$ cat src/design/assert_macros.svh
// Assertion macros shared by the packet gate RTL.
`ifndef ASSERT_MACROS_SVH
`define ASSERT_MACROS_SVH
`ifndef SYNTHESIS
// Check a property on every clock edge outside reset.
`define PLG_ASSERT(lbl, clk, rst_n, prop) \
  lbl: assert property (@(posedge clk) disable iff (!rst_n) (prop)) \
    else $error("packet gate: invariant violated");
// Check that a condition in one cycle leads to a consequence in the next.
`define PLG_ASSERT_NXT(lbl, clk, rst_n, ante, cons) \
  lbl: assert property (@(posedge clk) disable iff (!rst_n) (ante) |=> (cons)) \
    else $error("packet gate: next-cycle check failed");
`else
`define PLG_ASSERT(lbl, clk, rst_n, prop)
`define PLG_ASSERT_NXT(lbl, clk, rst_n, ante, cons)
`endif
`endif

$ cat src/design/plg_pkg.sv
// Types, codes and constants of the packet gate.
package plg_pkg;

  localparam logic [15:0] BUF_SIZE  = 16'd512;
  localparam logic [15:0] HDR_BYTES = 16'd3;
  localparam logic [15:0] TYPE_BYTES = 16'd1;
  localparam logic [15:0] BODY_MAX  = BUF_SIZE - HDR_BYTES;

  // command selector
  localparam logic [1:0] CMD_TX   = 2'd0;
  localparam logic [1:0] CMD_RX   = 2'd1;
  localparam logic [1:0] CMD_READ = 2'd2;

  // link mode
  localparam logic [1:0] MODE_IDLE = 2'd0;
  localparam logic [1:0] MODE_WAIT = 2'd1;
  localparam logic [1:0] MODE_SEND = 2'd2;

  // result status
  localparam logic [2:0] ST_OK      = 3'd0;
  localparam logic [2:0] ST_REPEAT  = 3'd1;
  localparam logic [2:0] ST_INVAL   = 3'd2;
  localparam logic [2:0] ST_PERM    = 3'd3;
  localparam logic [2:0] ST_SHORT   = 3'd4;
  localparam logic [2:0] ST_BIG     = 3'd5;
  localparam logic [2:0] ST_OVERRUN = 3'd6;
  localparam logic [2:0] ST_NOMEM   = 3'd7;

  // configuration register indexes
  localparam int unsigned   CFG_IDX_W = 1;
  localparam logic [0:0]    CFG_MASK  = 1'b0;
  localparam logic [0:0]    CFG_VALUE = 1'b1;
  localparam logic [7:0]    TAG_RESET = 8'd96;

  typedef struct packed {
    logic [1:0]  cmd;
    logic [15:0] chunk_len;
    logic [7:0]  head_tag;
    logic [15:0] head_len;
    logic [15:0] rx_capacity;
    logic [15:0] rx_len;
  } plg_in_t;

  typedef struct packed {
    logic [2:0]  status;
    logic [15:0] count;
    logic        packet_done;
  } plg_out_t;

  typedef struct packed {
    logic [1:0]  link_mode;
    logic [15:0] tx_total;
    logic [15:0] tx_offset;
    logic [7:0]  tx_tag_held;
    logic [15:0] rx_stored_len;
  } plg_state_t;

  typedef struct packed {
    logic [7:0] status_tag_mask;
    logic [7:0] status_tag_value;
  } plg_cfg_t;

endpackage

$ cat src/design/plg_core.sv
// Single-pass checks of one request against the link state.
module plg_core (
  input  plg_pkg::plg_in_t    req,
  input  plg_pkg::plg_state_t st,
  input  plg_pkg::plg_cfg_t   cfg,
  output plg_pkg::plg_out_t   res,
  output plg_pkg::plg_state_t st_nxt
);
  import plg_pkg::*;

  logic        start;
  logic [15:0] tot_new;
  logic [15:0] eff_total;
  logic [15:0] eff_off;
  logic [7:0]  eff_tag;
  logic [16:0] end_sum;
  logic        cap_low;

  function automatic logic is_status(input logic [7:0] tag, input plg_cfg_t c);
    is_status = ((tag & c.status_tag_mask) == c.status_tag_value);
  endfunction

  assign start     = (st.tx_total == '0);
  assign tot_new   = req.head_len + HDR_BYTES;
  assign eff_total = start ? tot_new : st.tx_total;
  assign eff_off   = start ? '0 : st.tx_offset;
  assign eff_tag   = start ? req.head_tag : st.tx_tag_held;
  assign end_sum   = {1'b0, eff_off} + {1'b0, req.chunk_len};
  assign cap_low   = (req.rx_capacity < BUF_SIZE);

  always_comb begin
    res    = '0;
    st_nxt = st;
    case (req.cmd)
      CMD_TX: begin
        if (req.chunk_len == '0) begin
          res.status = ST_INVAL;
        end else if (st.link_mode == MODE_WAIT) begin
          if (start && is_status(req.head_tag, cfg)) begin
            res.status = ST_REPEAT;
            res.count  = req.chunk_len;
          end else begin
            res.status = ST_PERM;
          end
        end else if (start && (req.chunk_len < HDR_BYTES)) begin
          res.status = ST_SHORT;
        end else if (start && (tot_new > BUF_SIZE)) begin
          res.status       = ST_BIG;
          st_nxt.tx_total  = '0;
        end else if (end_sum > {1'b0, eff_total}) begin
          // a total opened by this chunk stays open
          res.status = ST_OVERRUN;
          if (start) begin
            st_nxt.tx_total    = tot_new;
            st_nxt.tx_tag_held = req.head_tag;
            st_nxt.tx_offset   = '0;
          end
        end else begin
          res.count        = req.chunk_len;
          st_nxt.tx_offset = end_sum[15:0];
          if (end_sum[15:0] == eff_total) begin
            res.packet_done    = 1'b1;
            st_nxt.tx_total    = '0;
            st_nxt.tx_tag_held = '0;
            if (is_status(eff_tag, cfg)) begin
              st_nxt.link_mode = MODE_WAIT;
            end
          end else begin
            st_nxt.tx_total    = eff_total;
            st_nxt.tx_tag_held = eff_tag;
          end
        end
      end
      CMD_RX: begin
        if (cap_low) begin
          res.status = ST_INVAL;
        end else if (st.link_mode != MODE_WAIT) begin
          res.status = ST_PERM;
        end else if (req.rx_len > BODY_MAX) begin
          res.status           = ST_NOMEM;
          st_nxt.rx_stored_len = req.rx_len;
        end else begin
          st_nxt.rx_stored_len = req.rx_len + HDR_BYTES;
          st_nxt.link_mode     = MODE_SEND;
          st_nxt.tx_total      = '0;
          res.count            = req.rx_len + HDR_BYTES + TYPE_BYTES;
        end
      end
      CMD_READ: begin
        if (cap_low) begin
          res.status = ST_INVAL;
        end else begin
          res.count = st.rx_stored_len;
        end
      end
      default: begin
        res.status = ST_INVAL;
      end
    endcase
  end

endmodule

$ cat src/design/proxy_link_packet_gate.sv
// Top level of the tagged packet link gate: request/result registers and link state.
//
//  channel  direction  handshake               payload
//  in_      input      in_valid / in_stall     in_data   (plg_in_t)
//  out_     output     out_valid / out_stall   out_data  (plg_out_t)
//  cfg_     input      cfg_valid / cfg_ready   cfg_index, cfg_data
//
// One request per cycle while in_stall is low. A request is held in the input
// register until the result register is free or drains, passes the header, size
// and offset checks in a single pass, and lands in the result register, which
// raises out_valid. Reset puts the link in send mode with all counters zero and
// the status tag mask and value at 96. in_stall is high only when both registers
// hold a request and the result side stalls; cfg_ready is always high.
`include "assert_macros.svh"

module proxy_link_packet_gate (
  input  logic                           clk,
  input  logic                           rst_n,
  input  logic                           in_valid,
  output logic                           in_stall,
  input  plg_pkg::plg_in_t               in_data,
  output logic                           out_valid,
  input  logic                           out_stall,
  output plg_pkg::plg_out_t              out_data,
  input  logic                           cfg_valid,
  output logic                           cfg_ready,
  input  logic [plg_pkg::CFG_IDX_W-1:0]  cfg_index,
  input  logic [7:0]                     cfg_data
);
  import plg_pkg::*;

  logic       in_vld_r;
  plg_in_t    in_r;
  logic       out_vld_r;
  plg_out_t   out_r;
  plg_state_t st_r;
  plg_state_t st_nxt;
  plg_cfg_t   cfg_r;
  plg_out_t   res;
  logic       adv;
  logic       res_err;

  // Advance the held request whenever the result register is free or drains now.
  assign adv       = in_vld_r && (!out_vld_r || !out_stall);
  assign in_stall  = in_vld_r && out_vld_r && out_stall;
  assign out_valid = out_vld_r;
  assign out_data  = out_r;
  assign cfg_ready = 1'b1;

  // Held result that reports an error rather than a length.
  assign res_err   = out_vld_r && (out_r.status != ST_OK) && (out_r.status != ST_REPEAT);

  plg_core u_core (
    .req    (in_r),
    .st     (st_r),
    .cfg    (cfg_r),
    .res    (res),
    .st_nxt (st_nxt)
  );

  // Input register: take a new request, or drop the old one once it advances.
  always_ff @(posedge clk) begin
    if (!rst_n) begin
      in_vld_r <= 1'b0;
    end else if (in_valid && !in_stall) begin
      in_vld_r <= 1'b1;
    end else if (adv) begin
      in_vld_r <= 1'b0;
    end
  end

  always_ff @(posedge clk) begin
    if (in_valid && !in_stall) begin
      in_r <= in_data;
    end
  end

  // Result register: load on advance, clear valid once taken.
  always_ff @(posedge clk) begin
    if (!rst_n) begin
      out_vld_r <= 1'b0;
    end else if (adv) begin
      out_vld_r <= 1'b1;
    end else if (!out_stall) begin
      out_vld_r <= 1'b0;
    end
  end

  always_ff @(posedge clk) begin
    if (adv) begin
      out_r <= res;
    end
  end

  // Link state commits only when the request it belongs to advances.
  always_ff @(posedge clk) begin
    if (!rst_n) begin
      st_r.link_mode     <= MODE_SEND;
      st_r.tx_total      <= '0;
      st_r.tx_offset     <= '0;
      st_r.tx_tag_held   <= '0;
      st_r.rx_stored_len <= '0;
    end else if (adv) begin
      st_r <= st_nxt;
    end
  end

  // Configuration writes; indexes outside the list fall through.
  always_ff @(posedge clk) begin
    if (!rst_n) begin
      cfg_r.status_tag_mask  <= TAG_RESET;
      cfg_r.status_tag_value <= TAG_RESET;
    end else if (cfg_valid && cfg_ready) begin
      case (cfg_index)
        CFG_MASK:  cfg_r.status_tag_mask  <= cfg_data;
        CFG_VALUE: cfg_r.status_tag_value <= cfg_data;
        default:   cfg_r <= cfg_r;
      endcase
    end
  end

  `PLG_ASSERT(a_done_ok, clk, rst_n, out_vld_r && out_r.packet_done |-> out_r.status == ST_OK)
  `PLG_ASSERT(a_err_zero, clk, rst_n, res_err |-> out_r.count == '0)
  `PLG_ASSERT(a_total_max, clk, rst_n, st_r.tx_total <= BUF_SIZE)
  `PLG_ASSERT(a_off_below, clk, rst_n, st_r.tx_total != '0 |-> st_r.tx_offset < st_r.tx_total)
  `PLG_ASSERT(a_wait_closed, clk, rst_n, st_r.link_mode == MODE_WAIT |-> st_r.tx_total == '0)
  `PLG_ASSERT_NXT(a_adv_loads, clk, rst_n, adv, out_vld_r)

endmodule
$ cat config.mk
export PLATFORM = sky130hd
export DESIGN_NAME = proxy_link_packet_gate
export DESIGN_NICKNAME = d
export VERILOG_FILES = /design/src/design/plg_pkg.sv /design/src/design/plg_core.sv /design/src/design/proxy_link_packet_gate.sv
export VERILOG_INCLUDE_DIRS = /design/src /design/src/design
export SDC_FILE = /design/constraint.sdc
export NUM_CORES = 1
export LEC_CHECK = 0
export BUFFER_PORTS_ARGS = -buffer_cell sky130_fd_sc_hd__buf_2
export CAP_MARGIN = 15
export CORE_UTILIZATION = 40
export CTS_BUF_LIST = sky130_fd_sc_hd__clkbuf_4
export DETAILED_ROUTE_END_ITERATION = 6
export HOLD_SLACK_MARGIN = 0.02
export PLACE_DENSITY = 0.71
export SETUP_SLACK_MARGIN = 0.5
export SYNTH_ARGS = -nofsm -noshare
export SYNTH_HDL_FRONTEND = slang
export SYNTH_SLANG_ARGS = --single-unit
$ cat constraint.sdc
create_clock -name clk -period 6.4 [get_ports clk]
set_input_delay 0.64 -clock clk [delete_from_list [all_inputs] [get_ports clk]]
set_output_delay 0.64 -clock clk [all_outputs]
set_load 0.05 [all_outputs]
==> qor.csv, run 1 <==
metric,value,unit
endpoint_kind,flop,
post-route-util,0.464,
cts_tree,done,
htree_levels,4,
seq_area,0.00407,mm2
mostFrequentLayoutCells,"nand2_1 (118), buf_2 (100), edfxtp_1 (85)",
hold_class,in2reg,
critPathMaxStageDelay,0.49,ns
grt-ovfl-total,0,
drv_slew,0,
gp_congestion,0.899,
p_per_area,204,mW/mm2
design_area,0.00985,mm2
syn_area,0.00875,mm2
arrival,6.11,ns
p_leak,3.68,nW
clk_latency,0.57,ns
area_growth_syn_to_layout,12.5,%
worstPathMaxFanout,15,
die_w,150,um
num_rows,53,
grt_max_degree,66,
grt_pass1_vias,6602,
hold_viol,0,
peakVddDrop,0.000110,V
ys_seq_area_frac,0.466,
syn-num-nets,1015,
start_util,0.412,
cap_violations,0,
nets,1106,
dr.pass1.iters,5,
tightest_slew,1.09,ns
synth_edf_count,85,
crit_slowest_cell,or4_1,
dp_hpwl,15100,um
routedWlPerCell,16.7,um
post_cts_buffers,0,
root_buffer,clkbuf_4,
core,0.0212,mm2
multi_input_area,0.00446,mm2
via_per_inst,5.60,
finalSetupViolations,0,
ys_ff_latch,161,
chipHeight,150,um
via_count,7106,
cts_made_buffers,17,
die_area,0.0225,mm2
synth_warnings,0,
wirelength,21200,um
route.detailed.drc,0,
cp_cell_sequence,nor4_2 > nand4_1 > and2_1 > ha_1 > fa_1 > a21oi_1 > o211ai_1 > o211a_1 > o21a_1 > nand3_1 > o211ai_1 > ha_1 > or4_1 > a221o_1 > o32a_1 > nor3_4 > buf_6 > mux2_2 > o32ai_1,
rsz0062_at_grt,true,
fin_crit_sh,0.878,
required,6.89,ns
clock-sinks,161,
fin_crit,5.62,ns
synth_area_per_cell,9.85,um2
grt_use_total,0.192,
layout_commonest_cell,nand2_1,
outcome,"finished, final reports clean",
clock_path_buffers,2,
io_buffer_count,100,
max_slew_margin,0.275,
finalClockSkew,0.0192,ns
drtAntennaViolNets,0,
grt_pass1_wl,33700,um
io_pins,111,
fillerInstances,2055,
setup-tns-final,0,ns
final_layout_size_suffix_gt1_frac,0.184,
drtIter0Drc,603,
postPlaceCellArea,0.00951,mm2
yosysUniqueCellTypes,83,
antenna_found_initial,1,
ys.flop_type,edfxtp_1,
clkTransAtPathRegs,0.14,ns
start_kind,flop,
ys_async_sr_fraction,0,
netlist_instances,888,
crit_type,reg2reg,
clock.fmax,0.178,GHz
## kinds of logic after synthesis
logic type,after synthesis,synth area share
multiplexers,23,0.0283
other,1,0.000429
adder cells (fa/ha/maj),39,0.0566
AND/OR/NAND/NOR,324,0.185
flip-flops,161,0.466
buffers and inverters,72,0.0332
AO/OA/AOI/OAI,214,0.176
XOR/XNOR,54,0.0541
## synthesized netlist by cell type (all sizes together), types with 3 or more instances
master	count	share of area
mux2	14	0.018
nand3	27	0.017
o211ai	6	0.0067
a32o	16	0.018
o21ai	41	0.024
nand2b	7	0.0050
a21o	4	0.0034
xnor2	37	0.037
or3	6	0.0043
clkbuf	29	0.013
nand2	118	0.051
o21bai	3	0.0026
nand3b	3	0.0026
a21oi	48	0.027
inv	32	0.014
nor2b	9	0.0064
o21a	6	0.0051
o32ai	18	0.019
o31ai	6	0.0051
xor2	17	0.017
nor2	57	0.024
dfxtp	76	0.17
mux2i	9	0.010
o22ai	3	0.0021
nand4b	3	0.0037
nor3	19	0.013
buf	11	0.0069
ha	38	0.054
nand4	14	0.012
edfxtp	85	0.29
a41oi	4	0.0040
a22o	8	0.0080
and3	7	0.0050
a31oi	7	0.0050
a211oi	9	0.0077
and2	24	0.017
nor4	21	0.015
a22oi	8	0.0069
## metal layers
metal,vias to the layer above,global-route usage,wire [um]
li1,3485,-,-
met1,3381,0.247,9240
met2,202,0.318,10300
met3,38,0.0341,1030
met4,0,0.0813,563
met5,-,0,0
## repair_timing
action / CTS / global route
resized for setup: 0 / 11
setup endpoints to repair: 0 / 54
hold buffers: 0 / 0
## final cells by class
class                           count  share of cell area
Multi-Input combinational cell    655               0.453
Sequential cell                   161               0.414
Timing Repair Buffer              112              0.0604
Tap cell                          275              0.0349
Clock buffer                       19              0.0145
Inverter                           32              0.0122
Clock inverter                     13              0.0113
Antenna cell                        1            0.000254
## registers in the layout, summed over array words and instances, names as in the netlist
name and count:
in_r 65, st_r 58, out_data 20, cfg_r 16
in_vld_r 1, out_valid 1
## per-stage QoR
step | setup slack (ns) | hold WS (ns) | total power [W] | std cells
after floorplan | 0.782 | 0.432 | 0.00137 | 888
after global placement | 0.681 | 0.446 | 0.00145 | 1234
after detailed placement | 0.660 | 0.449 | 0.00146 | 1234
after CTS | 0.610 | 0.185 | 0.00202 | 1266
after global routing | 0.462 | 0.183 | 0.00210 | 1268
final | 0.783 | 0.230 | 0.00201 | 1268
## critical path: cells and delay by family, from the launching register on
kind | cells | cell delay (ns)
compound gates | 8 | 1.96
simple gates | 6 | 1.74
fa+ha+maj | 3 | 0.86
flops | 1 | 0.37
buf+inv | 1 | 0.24
mux | 1 | 0.35
## final timing paths
kind,cells after the start,end,start,slack (ns)
hold reg to reg,2,st_r[14],st_r[14],0.46
hold / removal,1,in_r[43],in_data[43],0.23
setup / recovery,19,st_r[49],st_r[48],0.78
setup reg to reg,19,st_r[49],st_r[48],0.78
## report_power, final
group          internal (W)  switching [W]  total, W
Clock              0.000200       0.000370  0.000570
Combinational      0.000110       0.000165  0.000275
Sequential          0.00113      0.0000394   0.00117
Power figures use the tool's default switching activity.
==> run 2, diff against run 1 <==
CTS_BUF_LIST = sky130_fd_sc_hd__clkbuf_2   (was sky130_fd_sc_hd__clkbuf_4)
PLACE_DENSITY = 0.73   (was 0.71)
clock period = 5 ns   (was 6.4 ns; I/O delays follow)
==> qor.csv, run 2 (synthesized netlist as in run 1, its figures left out) <==
metric,value,unit
outcome,"complete, but fails checks",
violations,negative setup slack,
fin_crit_sh,1.03,
fin_crit,5.13,ns
largest_reg_flops,65,
route.detailed.drc,0,
regMostFlops,in_r,
grt-ovfl-total,0,
num_rows,53,
io_buffer_count,100,
dp_hpwl,15800,um
clock.fmax,0.195,GHz
min_from,rst_n,
fillerInstances,1773,
grt_pass1_vias,7414,
nets,1266,
die_w,150,um
start_kind,flop,
p_seq_frac,0.522,
grt_use_total,0.213,
layout_commonest_cell,nand2_1,
drv_slew,0,
cap_violations,0,
max_slew_margin,0.290,
hold_class,in2reg,
start_util,0.412,
mostFrequentLayoutCells,"nand2_1 (118), buf_2 (100), edfxtp_1 (85)",
final_layout_size_suffix_gt1_frac,0.289,
via_count,7848,
stdcell_count,1428,
antenna_found_initial,1,
clock-sinks,161,
clkTransAtPathRegs,0.24,ns
post-route-util,0.563,
cts_made_buffers,17,
rsz0062_at_grt,true,
clock_path_buffers,2,
gp_congestion,0.876,
hold_viol,0,
root_buffer,clkbuf_2,
finalClockSkew,0.0398,ns
peakVddDrop,0.000148,V
finalSetupViolations,37,
dpl.cell_count,1299,
setup-tns-final,-2.85,ns
grt_max_degree,36,
via_per_inst,5.50,
grt_pass1_wl,37200,um
clk_latency,0.76,ns
finalPower,0.00286,W
drtAntennaViolNets,0,
clkPwrFrac,0.301,
routedWlPerCell,16.8,um
chipHeight,150,um
p_per_area,240,mW/mm2
switching_share,0.276,
htree_levels,4,
endpoint_kind,flop,
wirelength,24000,um
die_area,0.0225,mm2
p_int,0.00207,W
core,0.0212,mm2
postPlaceCellArea,0.0101,mm2
cts_tree,done,
p_leak,4.66,nW
crit_type,reg2reg,
layout_setup_ws,-0.134,ns
required,5.65,ns
design_area,0.0119,mm2
arrival,5.78,ns
power_frac_comb,0.177,
worstPathMaxFanout,8,
drtIter0Drc,597,
worstReg2RegStart,st_r[51],
dr.pass1.iters,5,
p_switching,0.000790,W
tightest_slew,1.06,ns
startpoint,st_r[51],
area_growth_syn_to_layout,36.5,%
io_pins,111,
[run 2: changes by cell type in the layout (fill, tap and decap cells not counted), moves of 6 or more]
cell,before,now
buf_4,11,76
buf_6,1,13
clkbuf_2,0,19
clkbuf_4,19,0
dlygate4sd3_1,0,75
ha_1,38,31
ha_4,0,6
mux2_2,14,3
mux2_4,0,11
o21ai_0,39,25
o21ai_2,1,15
o32ai_1,17,2
o32ai_2,0,15
[run 2: critical path: stages, from the launching register on]
cell and delay (ns):
dfxtp_2 0.39, nor4_4 0.31, nand4_1 0.15, buf_6 0.16, buf_4 0.14, and2_1 0.17, ha_4 0.24, o21ai_0 0.16
o21bai_1 0.10, a31o_2 0.30, a31oi_4 0.18, o21a_1 0.13, nor4_1 0.04, buf_4 0.14, ha_1 0.20, or4_1 0.47
a221o_1 0.30, o32a_1 0.41, buf_4 0.17, o41ai_2 0.27, a31oi_1 0.14, buf_4 0.23, a22o_1 0.22
[run 2: timing repair]
item | 4_1_cts | 5_1_grt
endpoints found under the setup margin | 61 | 61
hold endpoints to repair | 83 | 0
resized for setup | 80 | 44
pin swaps | 28 | 32
buffers inserted | 8 | 8
cloned | 2 | 3
hold buffers | 75 | 0
[run 2: power by group through the flow]
stage,logic [W],clock network [W],registers [W]
3_5_place_dp,0.000378,0,0.00152
4_1_cts,0.000478,0.000878,0.00149
5_1_grt,0.000546,0.000923,0.00150
2_1_floorplan,0.000239,0,0.00152
6_report,0.000507,0.000862,0.00149
3_3_place_gp,0.000372,0,0.00152
[run 2: per-layer routing]
| metal | track usage | wire length, um |
|---|---|---|
| met1 | 0.269 | 10300 |
| met2 | 0.362 | 12000 |
| met3 | 0.0393 | 1200 |
| met4 | 0.0798 | 557 |
| met5 | 0 | 0 |
[run 2: area by class of cell]
type / instances / area, um2 / share of cell area
Antenna cell: 1 / 2.50 / 0.000210
Clock buffer: 19 / 95.1 / 0.00796
Clock inverter: 13 / 205 / 0.0172
Inverter: 32 / 120 / 0.0101
Multi-Input combinational cell: 655 / 4970 / 0.416
Sequential cell: 161 / 4080 / 0.341
Tap cell: 275 / 344 / 0.0288
Timing Repair Buffer: 272 / 2120 / 0.178
[run 2: through the flow]
stage / hold slack [ns] / worst slack (ns)
after floorplan: 0.432 / -0.291
after global placement: 0.443 / -0.176
after detailed placement: 0.449 / -0.248
after CTS: 0.124 / -0.107
after global routing: 0.158 / -0.360
final: 0.192 / -0.134
[run 2: path summary, 6_finish.rpt]
kind	slack [ns]	to	cells after the start
worst min register to register	0.47	st_r[0]	2
worst min-delay path	0.19	cfg_r[5]	2
worst max-delay path	-0.13	st_r[23]	22
worst max register to register	-0.13	st_r[23]	22
==> run 3, diff against run 2 <==
CAP_MARGIN = default   (was 15)
CORE_MARGIN = 2   (was default)
PLACE_DENSITY = 0.71   (was 0.73)
clock period = 5.05 ns   (was 5 ns; I/O delays follow)
==> qor.csv, run 3 (synthesized netlist as in run 1, its figures left out) <==
metric,value,unit
mostFrequentLayoutCells,"nand2_1 (118), buf_2 (100), edfxtp_1 (85)",
layout_commonest_cell,nand2_1,
p_leak,4.55,nW
critPathMaxStageDelay,0.41,ns
required,5.72,ns
layout_setup_ws,0.0377,ns
p_per_area,225,mW/mm2
fin_crit,5.01,ns
outcome,"finished, final reports clean",
gp_congestion,0.872,
finalSetupViolations,0,
wirelength,23700,um
grt-ovfl-total,0,
postPlaceCellArea,0.0101,mm2
grt_pass1_vias,7615,
nets,1262,
area_growth_syn_to_layout,34.2,%
crit_type,reg2reg,
cts_tree,done,
fin_crit_sh,0.993,
grt_use_total,0.203,
start_kind,flop,
regMostFlops,in_r,
final_layout_size_suffix_gt1_frac,0.274,
dp_hpwl,16100,um
grt_pass1_wl,38300,um
hold_viol,0,
antenna_found_initial,1,
drv_slew,0,
max_slew_margin,0.277,
root_buffer,clkbuf_2,
finalClockSkew,0.0392,ns
crit_buf_inv,8,
fillerInstances,1883,
die_w,152,um
via_count,7795,
clock.fmax,0.200,GHz
preCtsSetupSlack,-0.243,ns
drtAntennaViolNets,0,
clkTransAtPathRegs,0.24,ns
dr.pass1.iters,6,
arrival,5.68,ns
clock_path_buffers,2,
clock-sinks,161,
worstPathMaxFanout,7,
io_pins,111,
cts_made_buffers,17,
post-route-util,0.543,
cp_cell_sequence,nor4_4 > nand4_1 > buf_6 > and2_4 > ha_4 > buf_6 > a211oi_4 > o21bai_2 > buf_4 > buf_4 > buf_4 > buf_4 > a21oi_1 > xnor2_1 > ha_1 > nand4_1 > nor4_2 > a22oi_1 > o32a_1 > nor3_4 > buf_6 > buf_8 > mux2_4 > o32ai_2,
hold_class,in2reg,
io_buffer_count,100,
grt_max_degree,35,
largest_reg_flops,65,
start_util,0.405,
multi_input_area,0.00486,mm2
core,0.0216,mm2
peakVddDrop,0.000142,V
rsz0062_at_grt,true,
seq_area,0.00408,mm2
clk_latency,0.76,ns
tightest_slew,1.08,ns
cpLargestDelayFamily,simple AND/OR/NAND/NOR gates,
routedWlPerCell,16.6,um
die_area,0.0231,mm2
htree_levels,4,
crit_slowest_cell,nor4_2,
endpoint_kind,flop,
cap_violations,0,
chipHeight,152,um
design_area,0.0117,mm2
drtIter0Drc,689,
route.detailed.drc,0,
num_rows,54,
cpMostUsedCell,buf_4,
via_per_inst,5.45,
-- run 3: changes by cell type in the layout (fill, tap and decap cells not counted), moves of 3 or more --
cell | previous run | this run
a21oi_1 | 43 | 46
a21oi_2 | 3 | 0
buf_4 | 76 | 72
bufinv_16 | 5 | 1
dfxtp_1 | 73 | 69
dfxtp_2 | 3 | 7
ha_1 | 31 | 28
o21ai_0 | 25 | 30
o21ai_1 | 0 | 8
o21ai_2 | 15 | 3
o32ai_1 | 2 | 6
o32ai_2 | 15 | 11
-- run 3: repair_timing --
| action | 4_1_cts | 5_1_grt |
|---|---|---|
| hold buffers | 75 | 0 |
| setup buffers | 14 | 5 |
| gates resized for setup | 61 | 38 |
| hold endpoints to repair | 83 | 0 |
| endpoints found under the setup margin | 61 | 61 |
| cloned | 1 | 2 |
| pin swaps | 30 | 21 |
-- run 3: worst min-delay path, delay by kind of cell --
family,cells,cell delay [ns]
AND/OR/NAND/NOR,2,0.27
buffers and inverters,1,0.10
AO/OA/AOI/OAI,1,0.05
-- run 3: worst paths after layout --
check / from / endpoint / slack, ns / depth (start not counted)
worst max-delay path: st_r[43] / st_r[47] / 0.04 / 24
worst min-delay path: cfg_index / cfg_r[9] / 0.20 / 4
worst max register to register: st_r[43] / st_r[47] / 0.04 / 24
worst min register to register: st_r[12] / st_r[12] / 0.47 / 2
-- run 3: area by class of cell --
class,instances,share of cell area
multi-input combinational,655,0.414
sequential,161,0.348
timing repair buffer,268,0.179
tap,280,0.0298
clock inverter,14,0.0112
inverter,32,0.0102
clock buffer,18,0.00767
antenna,1,0.000213
-- run 3: per-stage QoR --
stage / total power (W) / hold slack, ns / instances / TNS, ns
floorplan: 0.00174 / 0.432 / 888 / -3.95
global placement: 0.00187 / 0.445 / 1299 / -4.31
detailed placement: 0.00188 / 0.448 / 1299 / -8.74
CTS: 0.00263 / 0.139 / 1421 / 0
global route: 0.00276 / 0.170 / 1429 / -7.53
finish: 0.00264 / 0.202 / 1429 / 0
-- run 3: per-layer routing --
layer  vias to the layer above  routed length (um)  GRT usage
li1                       3800                   -          -
met2                       234               11700      0.345
met3                        45                 982     0.0334
met4                         0                 505     0.0668
met5                         -                   0          0
met1                      3716               10500      0.263
-- run 3: where the power goes --
| part | leakage [nW] | internal (W) | switching (W) |
|---|---|---|---|
| Sequential | 1.45 | 0.00143 | 0.0000503 |
| Combinational | 2.98 | 0.000236 | 0.000250 |
| Clock | 0.130 | 0.000188 | 0.000487 |
